File: src/rtl/core/bsc_pkg.sv
// package for the barometric compensation core
// types, constants and a saturating add helper; no dependencies
package bsc_pkg;
    localparam int FracBitsDefault = 16;
    localparam int CfgIdxW = 2;
    localparam int CfgDataW = 64;
    localparam logic [CfgIdxW-1:0] CFG_TEMP = 2'd0;
    localparam logic [CfgIdxW-1:0] CFG_PLO = 2'd1;
    localparam logic [CfgIdxW-1:0] CFG_PHI = 2'd2;

    typedef struct packed {
        logic        kind;
        logic [23:0] raw_sample;
        logic        report_raw;
    } bsc_in_t;

    typedef struct packed {
        logic               result_kind;
        logic signed [47:0] value;
    } bsc_out_t;

    // datapath operand sources
    typedef enum logic [3:0] {
        SRC_ACC, SRC_D, SRC_T, SRC_T2, SRC_T3, SRC_P, SRC_PP, SRC_IN2, SRC_IN3,
        SRC_CAL, SRC_PP11, SRC_ONE
    } src_t;

    // one micro-op: mul a*b >> sh, then optional accumulate, then destination
    typedef enum logic [3:0] {
        DST_NONE, DST_D, DST_T2, DST_T3, DST_PP, DST_IN2, DST_IN3, DST_PP11, DST_ACC,
        DST_ACC_ADD, DST_LT
    } dst_t;

    typedef struct packed {
        logic       valid;
        src_t       src_a;
        src_t       src_b;
        logic [6:0] shift;
        logic       acc_clear;
        dst_t       dst;
    } bsc_cmd_t;

    localparam logic signed [63:0] S64_MAX = 64'sh7FFF_FFFF_FFFF_FFFF;
    localparam logic signed [63:0] S64_MIN = 64'sh8000_0000_0000_0000;

    function automatic logic signed [63:0] sadd64(logic signed [63:0] a,
                                                   logic signed [63:0] b);
        logic signed [64:0] s;
        s = {a[63], a} + {b[63], b};
        if (s[64] != s[63]) sadd64 = s[64] ? S64_MIN : S64_MAX;
        else sadd64 = s[63:0];
    endfunction
endpackage

File: src/rtl/core/bsc_control.sv
// controller: sequences micro-ops through the datapath for one item
// depends on bsc_pkg
module bsc_control import bsc_pkg::*; #(
    parameter int FRAC_BITS = FracBitsDefault
) (
    input  logic               aclk,
    input  logic               aresetn,
    input  logic               s_valid,
    output logic               s_ready,
    input  bsc_in_t            s_data,
    output logic               m_valid,
    input  logic               m_ready,
    output bsc_out_t           m_data,
    input  logic [39:0]        temp_cal,
    input  logic [63:0]        plo,
    input  logic [63:0]        phi,
    input  logic               mul_done,
    input  logic signed [63:0] acc_q,
    input  logic signed [31:0] last_temp,
    output bsc_cmd_t           cmd,
    output logic               load,
    output logic signed [63:0] cal_val
);
    typedef enum logic [3:0] {
        ST_IDLE = 4'b0001, ST_RUN = 4'b0010, ST_FIN = 4'b0100, ST_OUT = 4'b1000
    } state_t;
    state_t     state_reg, state_next;
    logic [4:0] step_reg, step_next;
    logic [4:0] last_step;
    bsc_in_t    item_reg;
    bsc_out_t   out_reg;
    logic       out_valid_reg;
    logic signed [63:0] t1, t2c, t3c, p1, p2, p3, p4, p5, p6, p7, p8, p9, p10, p11;
    logic signed [63:0] d_raw;

    assign t1  = {48'd0, temp_cal[15:0]};
    assign t2c = {48'd0, temp_cal[31:16]};
    assign t3c = 64'(signed'(temp_cal[39:32]));
    assign p1  = 64'(signed'(plo[15:0]));
    assign p2  = 64'(signed'(plo[31:16]));
    assign p3  = 64'(signed'(plo[39:32]));
    assign p4  = 64'(signed'(plo[47:40]));
    assign p5  = {48'd0, plo[63:48]};
    assign p6  = {48'd0, phi[15:0]};
    assign p7  = 64'(signed'(phi[23:16]));
    assign p8  = 64'(signed'(phi[31:24]));
    assign p9  = 64'(signed'(phi[47:32]));
    assign p10 = 64'(signed'(phi[55:48]));
    assign p11 = 64'(signed'(phi[63:56]));
    assign d_raw = {40'd0, item_reg.raw_sample} - (t1 <<< 8);

    function automatic bsc_cmd_t op(src_t a, src_t b, int sh, logic clr, dst_t d);
        op.valid = 1'b1; op.src_a = a; op.src_b = b; op.shift = 7'(sh);
        op.acc_clear = clr; op.dst = d;
    endfunction

    // micro-program; calibration operand chosen per step
    always_comb begin
        cmd = '0;
        cal_val = '0;
        last_step = item_reg.kind ? 5'd17 : 5'd4;
        if (state_reg == ST_RUN) begin
            if (!item_reg.kind) begin
                unique case (step_reg)
                    5'd0: begin cmd = op(SRC_CAL, SRC_CAL, 0, 1'b0, DST_D);
                        cal_val = d_raw; end
                    5'd1: begin cmd = op(SRC_D, SRC_CAL, 30 - FRAC_BITS, 1'b1, DST_NONE);
                        cal_val = t2c; end
                    5'd2: begin cmd = op(SRC_D, SRC_D, 0, 1'b0, DST_PP); end
                    default: begin cmd = op(SRC_PP, SRC_CAL, 48 - FRAC_BITS, 1'b0, DST_LT);
                        cal_val = t3c; end
                endcase
            end else begin
                unique case (step_reg)
                    5'd0: cmd = op(SRC_T, SRC_T, FRAC_BITS, 1'b0, DST_T2);
                    5'd1: cmd = op(SRC_T2, SRC_T, FRAC_BITS, 1'b0, DST_T3);
                    5'd2: begin cmd = op(SRC_CAL, SRC_CAL, 0, 1'b1, DST_NONE);
                        cal_val = (p1 - 64'sd16384) <<< (9 + FRAC_BITS); end
                    5'd3: begin cmd = op(SRC_CAL, SRC_T, 0, 1'b0, DST_ACC_ADD);
                        cal_val = p2 - 64'sd16384; end
                    5'd4: begin cmd = op(SRC_CAL, SRC_T2, 0, 1'b0, DST_ACC_ADD);
                        cal_val = p3 <<< 3; end
                    5'd5: begin cmd = op(SRC_CAL, SRC_T3, 8, 1'b0, DST_IN2);
                        cal_val = p4; end
                    5'd6: begin cmd = op(SRC_CAL, SRC_CAL, 0, 1'b1, DST_NONE);
                        cal_val = p9 <<< FRAC_BITS; end
                    5'd7: begin cmd = op(SRC_CAL, SRC_T, 0, 1'b0, DST_IN3);
                        cal_val = p10; end
                    5'd8: cmd = op(SRC_P, SRC_P, 0, 1'b0, DST_PP);
                    5'd9: begin cmd = op(SRC_P, SRC_CAL, 0, 1'b0, DST_PP11);
                        cal_val = p11; end
                    5'd10: cmd = op(SRC_PP, SRC_IN3, 48, 1'b1, DST_NONE);
                    5'd11: cmd = op(SRC_PP, SRC_PP11, 65 - FRAC_BITS, 1'b0, DST_ACC_ADD);
                    5'd12: cmd = op(SRC_P, SRC_IN2, 29, 1'b0, DST_ACC_ADD);
                    5'd13: begin cmd = op(SRC_CAL, SRC_CAL, 0, 1'b0, DST_ACC_ADD);
                        cal_val = p5 <<< (3 + FRAC_BITS); end
                    5'd14: begin cmd = op(SRC_CAL, SRC_T, 6, 1'b0, DST_ACC_ADD);
                        cal_val = p6; end
                    5'd15: begin cmd = op(SRC_CAL, SRC_T2, 8, 1'b0, DST_ACC_ADD);
                        cal_val = p7; end
                    5'd16: begin cmd = op(SRC_CAL, SRC_T3, 15, 1'b0, DST_ACC_ADD);
                        cal_val = p8; end
                    default: cmd = '0;
                endcase
            end
            // steps whose two operands are both the calibration value are multiplied by one
            if (cmd.valid && cmd.src_b == SRC_CAL && cmd.src_a == SRC_CAL) begin
                cmd.src_b = SRC_ONE;
                cmd.src_a = SRC_CAL;
            end
        end
    end

    always_comb begin
        state_next = state_reg;
        step_next  = step_reg;
        unique case (state_reg)
            ST_IDLE: if (s_valid) begin
                state_next = ST_RUN; step_next = '0; end
            ST_RUN: if (mul_done) begin
                if (step_reg == last_step - 5'd1) state_next = ST_FIN;
                else step_next = step_reg + 5'd1;
            end
            ST_FIN: state_next = ST_OUT;
            ST_OUT: if (!out_valid_reg || m_ready) state_next = ST_IDLE;
            default: state_next = ST_IDLE;
        endcase
    end

    assign s_ready = (state_reg == ST_IDLE);
    assign load    = s_valid && s_ready;

    always_ff @(posedge aclk) begin
        if (!aresetn) begin
            state_reg     <= ST_IDLE;
            step_reg      <= '0;
            out_valid_reg <= 1'b0;
        end else begin
            state_reg <= state_next;
            step_reg  <= step_next;
            if (state_reg == ST_OUT && state_next == ST_IDLE) out_valid_reg <= 1'b1;
            else if (m_valid && m_ready) out_valid_reg <= 1'b0;
        end
    end

    always_ff @(posedge aclk) begin
        if (load) item_reg <= s_data;
        if (state_reg == ST_OUT && state_next == ST_IDLE) begin
            out_reg.result_kind <= item_reg.kind;
            if (item_reg.report_raw) out_reg.value <= {24'd0, item_reg.raw_sample};
            else if (!item_reg.kind) out_reg.value <= 48'(last_temp);
            else if (acc_q > 64'sh7FFF_FFFF_FFFF) out_reg.value <= 48'h7FFF_FFFF_FFFF;
            else if (acc_q < -64'sh8000_0000_0000) out_reg.value <= 48'h8000_0000_0000;
            else out_reg.value <= acc_q[47:0];
        end
    end

    assign m_valid = out_valid_reg;
    assign m_data  = out_reg;
endmodule

File: config.mk
export PLATFORM = sky130hd
export DESIGN_NAME = bsc_control
export DESIGN_NICKNAME = d
export VERILOG_FILES = /design/src/rtl/core/bsc_pkg.sv /design/src/rtl/core/bsc_control.sv
export SDC_FILE = /design/constraint.sdc
export NUM_CORES = 1
export LEC_CHECK = 0
export BUFFER_PORTS_ARGS = -buffer_cell sky130_fd_sc_hd__buf_2
export CORE_MARGIN = 3
export CORE_UTILIZATION = 25
export CTS_CLUSTER_SIZE = 16
export DETAILED_ROUTE_END_ITERATION = 10
export HOLD_SLACK_MARGIN = 0.02
export PLACE_DENSITY = 0.55
export SLEW_MARGIN = 20
export SYNTH_ARGS = -nofsm -noshare
export SYNTH_HDL_FRONTEND = slang
export SYNTH_SLANG_ARGS = --single-unit
export TNS_END_PERCENT = 30
File: constraint.sdc
create_clock -name aclk -period 4.4 [get_ports aclk]
set_input_delay 0.22 -clock aclk [delete_from_list [all_inputs] [get_ports aclk]]
set_output_delay 0.22 -clock aclk [all_outputs]
set_load 0.01 [all_outputs]
# Word-level counts from Yosys, hierarchy flattened
# Index checks and enable logic that the tools add are counted.
dict set report totals {
  regBits 85
  output_inout_bits 137
}
dict set report classes {
  addsub 5
  order_cmp 2
  eq_ne 27
  n_mux 26
  n_reduce_logical 12
}
# op n
set op_table {}
lappend op_table {{64-bit case mux with 11 select lines} 1}
lappend op_table {{21-bit case mux with 16 select lines} 1}
lappend op_table {{64-bit case mux with 3 select lines} 1}
lappend op_table {{48-bit two-way mux} 3}
lappend op_table {{64-bit two-way mux} 2}
lappend op_table {{64-bit by 48-bit > comparator with 1-bit output (second input constant)} 1}
lappend op_table {{64-bit by 48-bit < comparator with 1-bit output (second input constant)} 1}
lappend op_table {{21-bit two-way mux} 3}
lappend op_table {{20-bit case mux with 3 select lines} 1}
lappend op_table {{5-bit by 4-bit equality test with 1-bit output (second input constant)} 8}
lappend op_table {{16-bit by 16-bit subtractor with 17-bit output (second input constant)} 2}
lappend op_table {{24-bit by 24-bit subtractor with 25-bit output} 1}
lappend op_table {{24-bit two-way mux} 1}
lappend op_table {{5-bit by 3-bit equality test with 1-bit output (second input constant)} 4}
lappend op_table {{5-bit two-way mux} 4}
lappend op_table {{4-bit two-way mux} 4}
lappend op_table {{4-bit case mux with 4 select lines} 1}
lappend op_table {{4-bit equality test (second input constant)} 3}
lappend op_table {{5-bit by 2-bit equality test with 1-bit output (second input constant)} 2}
lappend op_table {{5-bit case mux with 2 select lines} 1}
lappend op_table {{4-bit by 1-bit equality test with 1-bit output (second input constant)} 2}
lappend op_table {{8-bit two-way mux} 1}
lappend op_table {{2-bit != test (second input constant)} 3}
lappend op_table {{5-bit by 1-bit adder with 5-bit output (second input constant)} 1}
lappend op_table {{14 further kinds} 20}

# Logic depth before layout (Yosys ltp)
# Gate-level depths: netlist of the first run.
dict set report logic_depth {
  word_depth 10
  ltp_mapped 12
  mapped_depth_nobuf 10
}

# Worst setup path before layout of the first run
# No wires, ideal clock.
dict set report synth_path {
  path_kind {register to output}
  from {reg item_reg[16] in the netlist's numbering}
  to {out cal_val[42]}
  arrival_ps 3413
  required_time_ps 4180
  path_slack_ps 767
  path_stages_with_launch 11
  path_cell_list {edfxtp_1 -> ha_1 -> a211oi_2 -> nor3b_1 -> o31a_1 -> a311oi_2 -> nor3_1 -> or3_1 -> buf_6 -> a21oi_1 -> buf_4}
}
dict set report synth_via {
  elab_chain_len 4
}
# item line_no
set synth_rtl {}
lappend synth_rtl {{from (decl)} bsc_control.sv:30} ;# bsc_in_t item_reg;
lappend synth_rtl {{from (signal assigned)} bsc_control.sv:147} ;# if (load) item_reg <= s_data;
lappend synth_rtl {{24-bit by 24-bit subtractor with 25-bit output} bsc_control.sv:50} ;# assign d_raw = {40'd0, item_reg.raw_sample} - (t1 <<< 8);
lappend synth_rtl {{64-bit case mux with 3 select lines} bsc_control.sv:64} ;# unique case (step_reg)
lappend synth_rtl {{64-bit two-way mux} bsc_control.sv:63} ;# if (!item_reg.kind) begin
lappend synth_rtl {{64-bit two-way mux} bsc_control.sv:62} ;# if (state_reg == ST_RUN) begin
lappend synth_rtl {{to (decl)} bsc_control.sv:22} ;# output logic signed [63:0] cal_val
# No other way between the ends.

# Worst setup path in the final report of the first run
dict set report layout_path {
  from {reg step_reg[0]}
  to {out cal_val[60]}
}
dict set report layout_via {
  elab_chain_len 4
}
# item line_no
set layout_rtl {}
lappend layout_rtl {{from (decl)} bsc_control.sv:28} ;# logic [4:0] step_reg, step_next;
lappend layout_rtl {{from (signal assigned)} bsc_control.sv:140} ;# step_reg <= step_next;
lappend layout_rtl {{5-bit equality test (tied with other cells)} bsc_control.sv:74} ;# unique case (step_reg)
lappend layout_rtl {{64-bit case mux with 11 select lines / 64-bit case mux with 3 select lines (equally long branches)} {bsc_control.sv:74, bsc_control.sv:64}}
lappend layout_rtl {{64-bit two-way mux (*)} bsc_control.sv:63}
lappend layout_rtl {{64-bit two-way mux (*)} bsc_control.sv:62}
# Mark *: on every way between the ends. The rest lies on a longest branch, timed or not.

==> results of run 1 <==
-- synthesized netlist by cell type (all sizes together), types with 23 or more instances --
cell type  count  area [sq um]
nand2         81         306.6
nor3          29         150.1
clkbuf        41         204.0
a221oi        24         210.2
inv           36         135.1
o21ai         23         126.4
buf           38         276.5
a22oi         27         202.7
nor2          97         381.6
a21oi         97         526.8
ha            23         287.8
o31ai         27         202.7
edfxtp        75          2252
-- final timing paths --
path,startpoint,end,slack (ns)
worst max register to register,item_reg[25],step_reg[2],1.67
worst min-delay path,s_data[24],item_reg[24],0.04
worst max-delay path,step_reg[0],cal_val[60],0.53
worst min register to register,m_valid,m_valid,0.54
-- area by class of cell --
type,count,share of cell area [%]
repair buffers,455,24.74
clock inverters,7,0.5815
clock buffers,9,2.379
flip-flops and latches,85,25.91
inverters,36,1.427
well taps,341,4.507
multi-input cells,606,40.35
diodes,4,0.1057
-- metal layers --
metal  up-vias  routed length [microns]  track usage (%)
met2       341                    15100            32.24
li1       3797                        -                -
met3        43                     2393            4.870
met4         4                      753            5.901
met5         -                       24                0
met1      3716                    13080            24.56
-- logic make-up after synthesis --
kind of cell / count (synthesis) / synth area share [%]
compound gates: 278 / 28.18
xor+xnor: 12 / 1.526
fa+ha+maj: 24 / 4.470
buf+inv: 116 / 9.411
flops: 85 / 35.61
mux: 6 / 0.9084
other cells: 1 / 0.05445
simple gates: 285 / 19.84
-- per-stage QoR --
stage	worst slack, ns	hold WS [ns]	area, sq um	power, mW
floorplan	0.7665	0.3189	6887	1.522
finish	0.5287	0.04158	9467	2.625
global placement	0.9656	0.3970	9166	1.881
global route	0.2874	0.02344	9462	2.770
detailed placement	0.9303	0.3985	9166	1.884
CTS	0.5303	0.02095	9447	2.653
-- power groups by stage --
stage          clock [mW]  combinational (mW)  sequential [mW]
3_3_place_gp            0               0.908            0.973
3_5_place_dp            0               0.909            0.975
5_1_grt             0.808                1.00            0.961
4_1_cts             0.782               0.914            0.957
2_1_floorplan           0               0.557            0.965
6_report            0.761               0.907            0.957
-- worst max-delay path, stage by stage (launching register included) --
cell	delay, ns
dfxtp_1	0.37
inv_1	0.14
ha_1	0.34
nand2_1	0.17
nor2_4	0.34
or3_1	0.47
o21ai_4	0.07
or3_1	0.69
a21oi_1	0.25
buf_4	0.26
buf_2	0.17
-- timing repair --
item / in CTS / in global routing
setup buffers: 0 / 0
hold endpoints to repair: 0 / 1
gates resized for setup: 0 / 0
hold buffers: 0 / 1
-- placed cells by master, fill, tap and decap left out, types with 5 or more instances in the layout --
cell / n
a211oi_1: 15
a21oi_1: 86
a21oi_2: 11
a221oi_1: 24
a22o_1: 5
a22oi_1: 27
a31oi_1: 10
and3_1: 6
buf_2: 430
buf_4: 24
clkbuf_16: 9
dfxtp_1: 10
edfxtp_1: 75
ha_1: 23
inv_1: 35
nand2_1: 80
nand2b_1: 14
nand3_1: 10
nand4_1: 7
nor2_1: 93
nor2b_1: 11
nor3_1: 28
nor4_1: 6
o2111ai_1: 6
o211ai_1: 8
o21ai_0: 20
o31ai_1: 27
xnor2_1: 11
==> results.yml, run 1 <==
synth:
  syn_avg_cell_area_sq_um: 8.534
  syn-num-nets: 1126
  synth_area_sq_mm: 0.006887
  yosysUniqueCellTypes: 79
  synth_cells: 807
  yosysWarnings: 0
  ys_seq_area_share_pct: 35.61
  synth_edf_count: 75
  synth_top_flop_cell: "edfxtp_1"
  ys_ff_latch: 85
  async_reset_ff_share_pct: 0
place:
  port_buffers: 430
  dp_hpwl_microns: 25310
  placed_cells: 1522
  routabilityCongestion: 0.8904
global_route:
  grt-ovfl-total: 0
  grt_max_degree: 56
  grt_pass1_vias: 7305
  grt_usage_pct: 19.28
  grt_pass1_wl_microns: 43370
  antenna_found_initial: 4
clock_network:
  clock_latency_ns: 0.35
  cts_tree: "done"
  clkSinkCount: 85
  numCtsBuffers: 9
  htreeDepth: 3
  ctsLongestPathBuffers: 2
  clock-root-buffer: "clkbuf_16"
  clk_pin_slew_ns: 0.07
die:
  core-area_sq_mm: 0.02703
  die_h_microns: 172.0
  die_w_microns: 172.0
  row_count: 60
  start_util_pct: 25.48
  pin_count: 432
  die_area_sq_mm: 0.02957
finish:
  layout-drive-gt1-share_pct: 42.32
  syn_to_final_growth_pct: 37.46
  nets: 1512
  fill_cells: 2895
  multiInputGateArea_sq_mm: 0.003820
  fin_util_pct: 35.03
  final_cells: 1543
  largest_reg_flops: 49
  regArea_sq_mm: 0.002452
power_and_ir_drop:
  p_comb_share_pct: 34.6
  power.net_switching_uw: 955.8
  leakage_nw: 4.208
  power_frac_clock_pct: 29.0
  p_int_mw: 1.669
  p_seq_share_pct: 36.4
  powerDensity_mw_per_mm2: 277.3
  p_sw_share_pct: 36.41
  vdd_drop_max_uv: 186.0
timing:
  setup_violations: 0
  relSlewSlack_pct: 42.70
  worst_clock_skew_ns: 0.007345
  rsz0062_at_grt: "no"
  finalMaxSlewViolations: 0
  hold_viol_final: 0
  setup-tns-final_ns: 0
  final.min_clock_period_ns: 3.871
  period_share_pct: 87.98
  tightestPinTransition_ns: 0.8595
  fmax_mhz: 258.3
job:
  drv_cap: 0
setup_path:
  cp-start-kind: "flop"
  cp.required_ns: 4.18
  arrival_ns: 3.65
  ff2ff_path_depth: 9
  path_class: "reg -> out"
  cp_max_fo: 23
  end_kind: "primary output"
routing:
  drc: 0
  ant_nets: 0
  drt_iter0_markers: 644
  drtPass1Iterations: 7
  via_count: 7901
  avgViaCountPerCell: 5.121
  wirelength_microns: 31350
  post_drt_wl_per_cell_microns: 20.31
status:
  status: "finished, final reports clean"
worst_hold_path:
  hp-class: "in -> reg"
  min_path_cells: 1
No activity file was read; power rests on OpenSTA's default activity.
==> inputs of run 2 (changes only) <==
Settings changed: REMOVE_ABC_BUFFERS set to 1.
==> run 2 against run 1 <==
Net effect: via count is 2.7% higher; core utilization grew 0.27 points; die area stayed put; combinational power up 1%; sequential share of layout area decreased by 0.20 points; flip-flop and latch count unchanged; critical path depth stayed put; register-to-register slack better by 0.17 ns; fmax fell by 2.4%; largest power group unchanged; highest routed layer unchanged.
==> results.yml, run 2 (same netlist as run 1, synthesis figures left out) <==
clock_network:
  cts_tree: "done"
  htreeDepth: 3
  cts_resized: 0
  clkSinkCount: 85
  numCtsBuffers: 9
  clock-root-buffer: "clkbuf_16"
  ctsLongestPathBuffers: 2
  clk_pin_slew_ns: 0.08
  clock_latency_ns: 0.35
global_route:
  grt_usage_pct: 20.51
  grt_max_degree: 56
  grt_pass1_wl_microns: 45820
  grt-ovfl-total: 0
  grt_pass1_vias: 7668
  antenna_found_initial: 4
worst_hold_path:
  hp-class: "in -> reg"
routing:
  via_count: 8111
  post_drt_wl_per_cell_microns: 21.24
  ant_nets: 0
  maxUsedRoutingLayer: "met5"
  drtPass1Iterations: 5
  avgViaCountPerCell: 5.243
  wirelength_microns: 32850
  wirelength_met1_microns: 13170
  met3RoutedLength_microns: 2684
  drc: 0
  route.met2.wl_microns: 15820
  drt_iter0_markers: 578
finish:
  fill_cells: 2884
  final_cells: 1547
  mostFrequentLayoutCells: "430 x buf_2, 91 x nor2_1, 86 x a21oi_1"
  final_common_cell: "buf_2"
  multiInputGateArea_sq_mm: 0.003831
  nets: 1516
  layout-drive-gt1-share_pct: 42.68
  largest_reg_flops: 49
  syn_to_final_growth_pct: 38.52
  regArea_sq_mm: 0.002452
place:
  port_buffers: 430
  routabilityCongestion: 0.9013
  dp_hpwl_microns: 25830
  place_ws_ns: 0.8524
  placed_cells: 1526
die:
  row_count: 60
  pin_count: 432
  die_w_microns: 172.0
  die_h_microns: 172.0
  die_area_sq_mm: 0.02957
  core-area_sq_mm: 0.02703
  start_util_pct: 25.48
setup_path:
  cp.required_ns: 4.18
  path_class: "reg -> out"
  end_kind: "primary output"
  cp_max_fo: 23
  cp-start-kind: "flop"
  arrival_ns: 3.75
power_and_ir_drop:
  power_mw: 2.712
  leakage_nw: 4.240
  powerDensity_mw_per_mm2: 284.3
  vdd_drop_max_uv: 143.7
timing:
  whs_ns: 0.03985
  finalMaxSlewViolations: 0
  finalWorstSetupSlack_ns: 0.4350
  tightestPinTransition_ns: 1.061
  rsz0062_at_grt: "no"
  period_share_pct: 90.11
  final.min_clock_period_ns: 3.965
  relSlewSlack_pct: 29.03
  fmax_mhz: 252.2
  setup_violations: 0
  setup-tns-final_ns: 0
  worst_clock_skew_ns: 0.01412
  hold_viol_final: 0
status:
  status: "finished, final reports clean"
job:
  drv_cap: 0
==> run 2: cell type report <==
type                            count  share of cell area, %
Timing Repair Buffer              459                  24.87
Antenna cell                        4                 0.1049
Tap cell                          341                  4.473
Sequential cell                    85                  25.71
Inverter                           36                  1.417
Clock inverter                      7                 0.9050
Multi-Input combinational cell    606                  40.16
Clock buffer                        9                  2.361
==> run 2: timing repair <==
action,in CTS,in global routing
endpoints found under the hold margin,0,1
hold buffers,0,1
setup buffers,0,0
==> run 2: critical path, cell delays in order, from the launching register on <==
cell,delay [ns]
dfxtp_1,0.37
inv_1,0.14
ha_1,0.35
nand2_1,0.20
nor2_4,0.38
or3_1,0.53
o21ai_4,0.10
or3_1,0.69
a21oi_1,0.24
buf_4,0.23
buf_2,0.16
==> run 2: through the flow <==
step	utilization (%)	instance area [sq um]
6_report	35.30	9539
5_1_grt	35.27	9532
4_1_cts	35.22	9519
3_5_place_dp	34.07	9208
3_3_place_gp	34.07	9208
2_1_floorplan	-	6374
==> run 2: final timing paths <==
path	start	slack [ns]	end	cells past startpoint
setup / recovery	step_reg[0]	0.43	cal_val[50]	10
hold / removal	s_data[7]	0.04	item_reg[7]	1
setup reg to reg	state_reg[0]	1.84	item_reg[13]	4
hold reg to reg	m_valid	0.57	m_valid	2
==> run 2: power by group <==
group	switching, mW	leakage (nW)	internal, mW
Combinational	0.561	3.32	0.355
Clock	0.384	0.151	0.456
Sequential	0.0276	0.771	0.928
Total	0.973	4.24	1.74
==> run 2: per-layer routing <==
metal	vias to the layer above	track usage (%)
li1	3788	-
met1	3792	25.43
met2	460	35.22
met3	69	4.001
met4	2	7.914
met5	-	0
